===== src/design/pid_position_delta_defines.svh =====
// Assertion helpers shared by the controller RTL.
// Both macros sample on the rising clock edge and are disabled while reset is high.
`ifndef PID_POSITION_DELTA_DEFINES_SVH
`define PID_POSITION_DELTA_DEFINES_SVH

// The consequent must hold in the same cycle as the antecedent.
`define PIDPD_ASSERT_IMPL(label, ante, cons) \
   label: assert property (@(posedge clock) disable iff (reset) (ante) |-> (cons)) \
      else $error("pidpd: same-cycle check failed");

// The consequent must hold in the cycle after the antecedent.
`define PIDPD_ASSERT_NEXT(label, ante, cons) \
   label: assert property (@(posedge clock) disable iff (reset) (ante) |=> (cons)) \
      else $error("pidpd: next-cycle check failed");

`endif


===== src/design/pidpd_pkg.sv =====
package pidpd_pkg;

   // Fixed widths of the register file and of the Q16.16 terms.
   localparam int CSR_ADDR_W = 3;
   localparam int CSR_DATA_W = 31;
   localparam int GAIN_W     = 24;
   localparam int TERM_W     = 32;
   localparam int LIMIT_W    = 31;

   localparam logic signed [63:0] TERM_MAX = 64'sd2147483647;
   localparam logic signed [63:0] TERM_MIN = -64'sd2147483648;

   // Register indexes of the configuration port.
   typedef enum logic [CSR_ADDR_W-1:0] {
      CSR_LOOP_MODE      = 3'd0,
      CSR_GAIN_P         = 3'd1,
      CSR_GAIN_I         = 3'd2,
      CSR_GAIN_D         = 3'd3,
      CSR_OUT_LIMIT      = 3'd4,
      CSR_INTEGRAL_LIMIT = 3'd5
   } csr_index_type;

   typedef enum logic {
      MODE_POSITIONAL  = 1'b0,
      MODE_INCREMENTAL = 1'b1
   } loop_mode_type;

   typedef struct packed {
      loop_mode_type              loop_mode;
      logic signed [GAIN_W-1:0]   gain_p;
      logic signed [GAIN_W-1:0]   gain_i;
      logic signed [GAIN_W-1:0]   gain_d;
      logic        [LIMIT_W-1:0]  out_limit;
      logic        [LIMIT_W-1:0]  integral_limit;
   } pidpd_cfg_type;

   // Saturate a wide signed value to the signed 32-bit term range.
   function automatic logic signed [TERM_W-1:0] sat_term(input logic signed [63:0] x);
      logic signed [TERM_W-1:0] r;
      if (x > TERM_MAX) begin
         r = TERM_MAX[TERM_W-1:0];
      end else if (x < TERM_MIN) begin
         r = TERM_MIN[TERM_W-1:0];
      end else begin
         r = x[TERM_W-1:0];
      end
      return r;
   endfunction

   // Clamp a signed value to plus or minus an unsigned magnitude limit.
   function automatic logic signed [TERM_W-1:0] clamp_mag(input logic signed [63:0] x,
                                                          input logic [LIMIT_W-1:0] lim);
      logic signed [63:0]       lim_s;
      logic signed [TERM_W-1:0] r;
      lim_s = $signed(64'(lim));
      if (x > lim_s) begin
         r = lim_s[TERM_W-1:0];
      end else if (x < -lim_s) begin
         r = 32'(-lim_s);
      end else begin
         r = x[TERM_W-1:0];
      end
      return r;
   endfunction

endpackage


===== src/design/pidpd_csr.sv =====
module pidpd_csr (
   input  logic                                clock,
   input  logic                                reset,
   input  logic                                csr_we,
   input  logic [pidpd_pkg::CSR_ADDR_W-1:0]    csr_addr,
   input  logic [pidpd_pkg::CSR_DATA_W-1:0]    csr_wdata,
   output pidpd_pkg::pidpd_cfg_type            cfg,
   output logic                                cfg_clear
);
   import pidpd_pkg::*;

   pidpd_cfg_type cfg_ff;
   pidpd_cfg_type cfg_in;

   // Decode a write; any known register also clears the loop state.
   always_comb begin
      cfg_in    = cfg_ff;
      cfg_clear = 1'b0;
      if (csr_we) begin
         unique case (csr_index_type'(csr_addr))
            CSR_LOOP_MODE: begin
               cfg_in.loop_mode = loop_mode_type'(csr_wdata[0]);
               cfg_clear        = 1'b1;
            end
            CSR_GAIN_P: begin
               cfg_in.gain_p = $signed(csr_wdata[GAIN_W-1:0]);
               cfg_clear     = 1'b1;
            end
            CSR_GAIN_I: begin
               cfg_in.gain_i = $signed(csr_wdata[GAIN_W-1:0]);
               cfg_clear     = 1'b1;
            end
            CSR_GAIN_D: begin
               cfg_in.gain_d = $signed(csr_wdata[GAIN_W-1:0]);
               cfg_clear     = 1'b1;
            end
            CSR_OUT_LIMIT: begin
               cfg_in.out_limit = csr_wdata[LIMIT_W-1:0];
               cfg_clear        = 1'b1;
            end
            CSR_INTEGRAL_LIMIT: begin
               cfg_in.integral_limit = csr_wdata[LIMIT_W-1:0];
               cfg_clear             = 1'b1;
            end
            default: begin
               cfg_clear = 1'b0;
            end
         endcase
      end
   end

   // Configuration registers, all zero after reset.
   always_ff @(posedge clock) begin
      if (reset) begin
         cfg_ff <= '0;
      end else begin
         cfg_ff <= cfg_in;
      end
   end

   assign cfg = cfg_ff;

endmodule


===== config.mk =====
export PLATFORM = sky130hd
export DESIGN_NAME = pidpd_csr
export DESIGN_NICKNAME = d
export VERILOG_FILES = /design/src/design/pid_position_delta_defines.svh /design/src/design/pidpd_pkg.sv /design/src/design/pidpd_csr.sv
export SDC_FILE = /design/constraint.sdc
export NUM_CORES = 1
export LEC_CHECK = 0
export BUFFER_PORTS_ARGS = -buffer_cell sky130_fd_sc_hd__buf_2
export CAP_MARGIN = 0
export CORE_UTILIZATION = 46
export DETAILED_ROUTE_END_ITERATION = 10
export PLACE_DENSITY = 0.76
export SYNTH_ARGS = -nofsm -noshare
export SYNTH_HDL_FRONTEND = slang
export SYNTH_SLANG_ARGS = --single-unit

===== constraint.sdc =====
create_clock -name clock -period 1 [get_ports clock]
set_input_delay 0.2 -clock clock [delete_from_list [all_inputs] [get_ports clock]]
set_output_delay 0.2 -clock clock [all_outputs]
set_load 0.05 [all_outputs]

==> metrics.csv <==
metric,value,unit
grt_pass1_vias,4649,
largest_reg_flops,135,
final_nets,764,
synth-seq-area-share,49.8,%
ant_nets,0,
grt_overflow,0,
critPathSlowestCell,dfxtp_2,
power_frac_seq,42.9,%
setup_viol_count_final,135,
crit_chain,buf_8,
antenna_found_initial,0,
synth_area_leader_cell,dfxtp_1,
grt_pass1_wl,24500,µm
fp.coreArea,0.0115,mm²
place_congestion,0.729,
cts.sink_count,135,
min_path_type,in -> reg,
cts_tree,done,
cp.arrival,940,ps
netSwitchingFraction,24.2,%
cts_buffers,17,
slew_headroom,78.9,%
cp_num_buf_inv,1,
dr.pass1.iters,4,
grt_max_degree,55,
status,"complete, but fails checks",
ir_worst_vdd,1.28,mV
vias_per_cell,5.00,
area_growth,67.2,%
power.internal,9970,µW
io_pins,173,
vias,4406,
drtIter0Drc,185,
root_buffer,clkbuf_16,
power_leakage,0.00439,µW
worst_slack,-142,ps
violations,negative setup slack,
fillCellCount,642,
synth_nets,520,
h-tree-depth,4,
gr-usage-all-layers,25.7,%
routed_wl,16300,µm
final_util,79.2,%
antenna-diode-count,0,
yosysWarningCount,0,
synthTopCellsByArea,"dfxtp_1 50%, mux2i_1 25%, nand2b_1 19%",
cap_violations,0,
slowest_delay,370,ps
initial_utilization,47.4,%
clockPowerShare,45.0,%
drive_above_1_share,57.5,%
synth-edff-count,0,
final_area,0.00908,mm²
path_class,reg -> out,
avgSynthCellArea,11.2,µm²
cts_hold_buffers,0,
start_kind,flip-flop,
period_needed,1140,ps
syn_inst,483,
hpwlAfterDp,9010,µm
crit_family,flip-flops,
tightest_slew,313,ps
ys_ff_latch,135,
yosysMostFrequentCell,nand2b_1,
finalClockSkew,0,ps
synth_cell_types,13,
dp_worst_setup_slack,-199,ps
cts.path.max_buffers,2,
die_x,111,µm
rsz0062_at_grt,yes,
async_flop_share,0,%
port_buffers,172,
synth_top_cell_area_share,49.8,%
syn_area,0.00543,mm²
path_clk_slew,60,ps
end_kind,output pin,
die-area,0.0122,mm²
post-route-drc-count,0,
synth_common_cells,"166 x nand2b_1, 135 x dfxtp_1, 135 x mux2i_1, 16 x clkbuf_1",
hold_violations,0,
required,800,ps
worstSkewPairLatency,410,ps
routedWlPerCell,18.5,µm
p_per_area,1450,mW/mm²
maxSlewViolCount,0,
pwr-share-comb,12.1,%
max_freq,876,MHz
crit_fanout,2,
placed_cell_area,0.00656,mm²
synthFlopType,dfxtp_1,
num_rows,39,
die-height,111,µm
fin_crit_sh,114,%
total_power,13200,µW
power_switching,3180,µW
[cell type report]
type	instances	area, µm²	area share, %
clock inverters	3	40.0	0.441
flip-flops and latches	135	2870	31.6
repair buffers	262	2970	32.7
multi-input cells	311	2500	27.6
clock buffers	27	513	5.65
well taps	143	179	1.97
[cell usage in the layout (no fill, tap or decap), drive strengths merged]
cell type / n
buf: 261
mux2i: 135
bufinv: 1
nand2b: 166
nor4b: 1
clkbuf: 28
dfxtp: 135
nand4b: 2
nand4bb: 3
and4bb: 3
a21boi: 1
clkinv: 2
[final timing paths]
kind / from / end / slack, ps / cells past startpoint
max: cfg[115]$_SDFFE_PP0P_ / cfg[115] / -140 / 1
min: csr_wdata[24] / cfg[24]$_SDFFE_PP0P_ / 60 / 3
max reg2reg: cfg[129]$_SDFFE_PP0P_ / cfg[129]$_SDFFE_PP0P_ / 10 / 4
min reg2reg: cfg[13]$_SDFFE_PP0P_ / cfg[13]$_SDFFE_PP0P_ / 480 / 2
[power groups by stage]
stage	clock network [µW]	logic, µW	registers (µW)
2_1_floorplan	0	488	6090
3_3_place_gp	0	1230	5670
3_5_place_dp	0	1250	5680
4_1_cts	5900	1510	5630
5_1_grt	6200	1660	5650
6_report	5920	1590	5640
[per-stage QoR]
stage	hold WS (ps)	setup TNS (ps)	instances
floorplan	376	-743	483
global placement	455	-13290	789
detailed placement	460	-17530	789
CTS	49.0	-16020	848
global route	66.7	-18620	881
finish	56.6	-14430	881
[logic make-up after synthesis]
kind of cell           count (synthesis)  synth area share [%]
buffers and inverters                 37                  4.31
muxes                                135                  24.9
AOI/OAI and AO/OA                      1                 0.138
DFF                                  135                  49.8
and+or+nand+nor                      175                  20.9
[layer usage]
layer	GRT usage [%]	routed length (µm)	up-vias	part of all wire [%]
li1	-	-	2077	-
met1	28.3	6550	2172	40
met2	46.3	8680	140	53
met3	7.71	822	17	5.1
met4	9.51	214	0	1.3
met5	0	0	-	0
[what timing repair did]
action,in CTS,in global routing
gates resized for setup,509,28
endpoints found under the setup margin,136,136
hold endpoints to repair,0,0
setup buffers,29,33
Power figures use the tool's default switching activity.
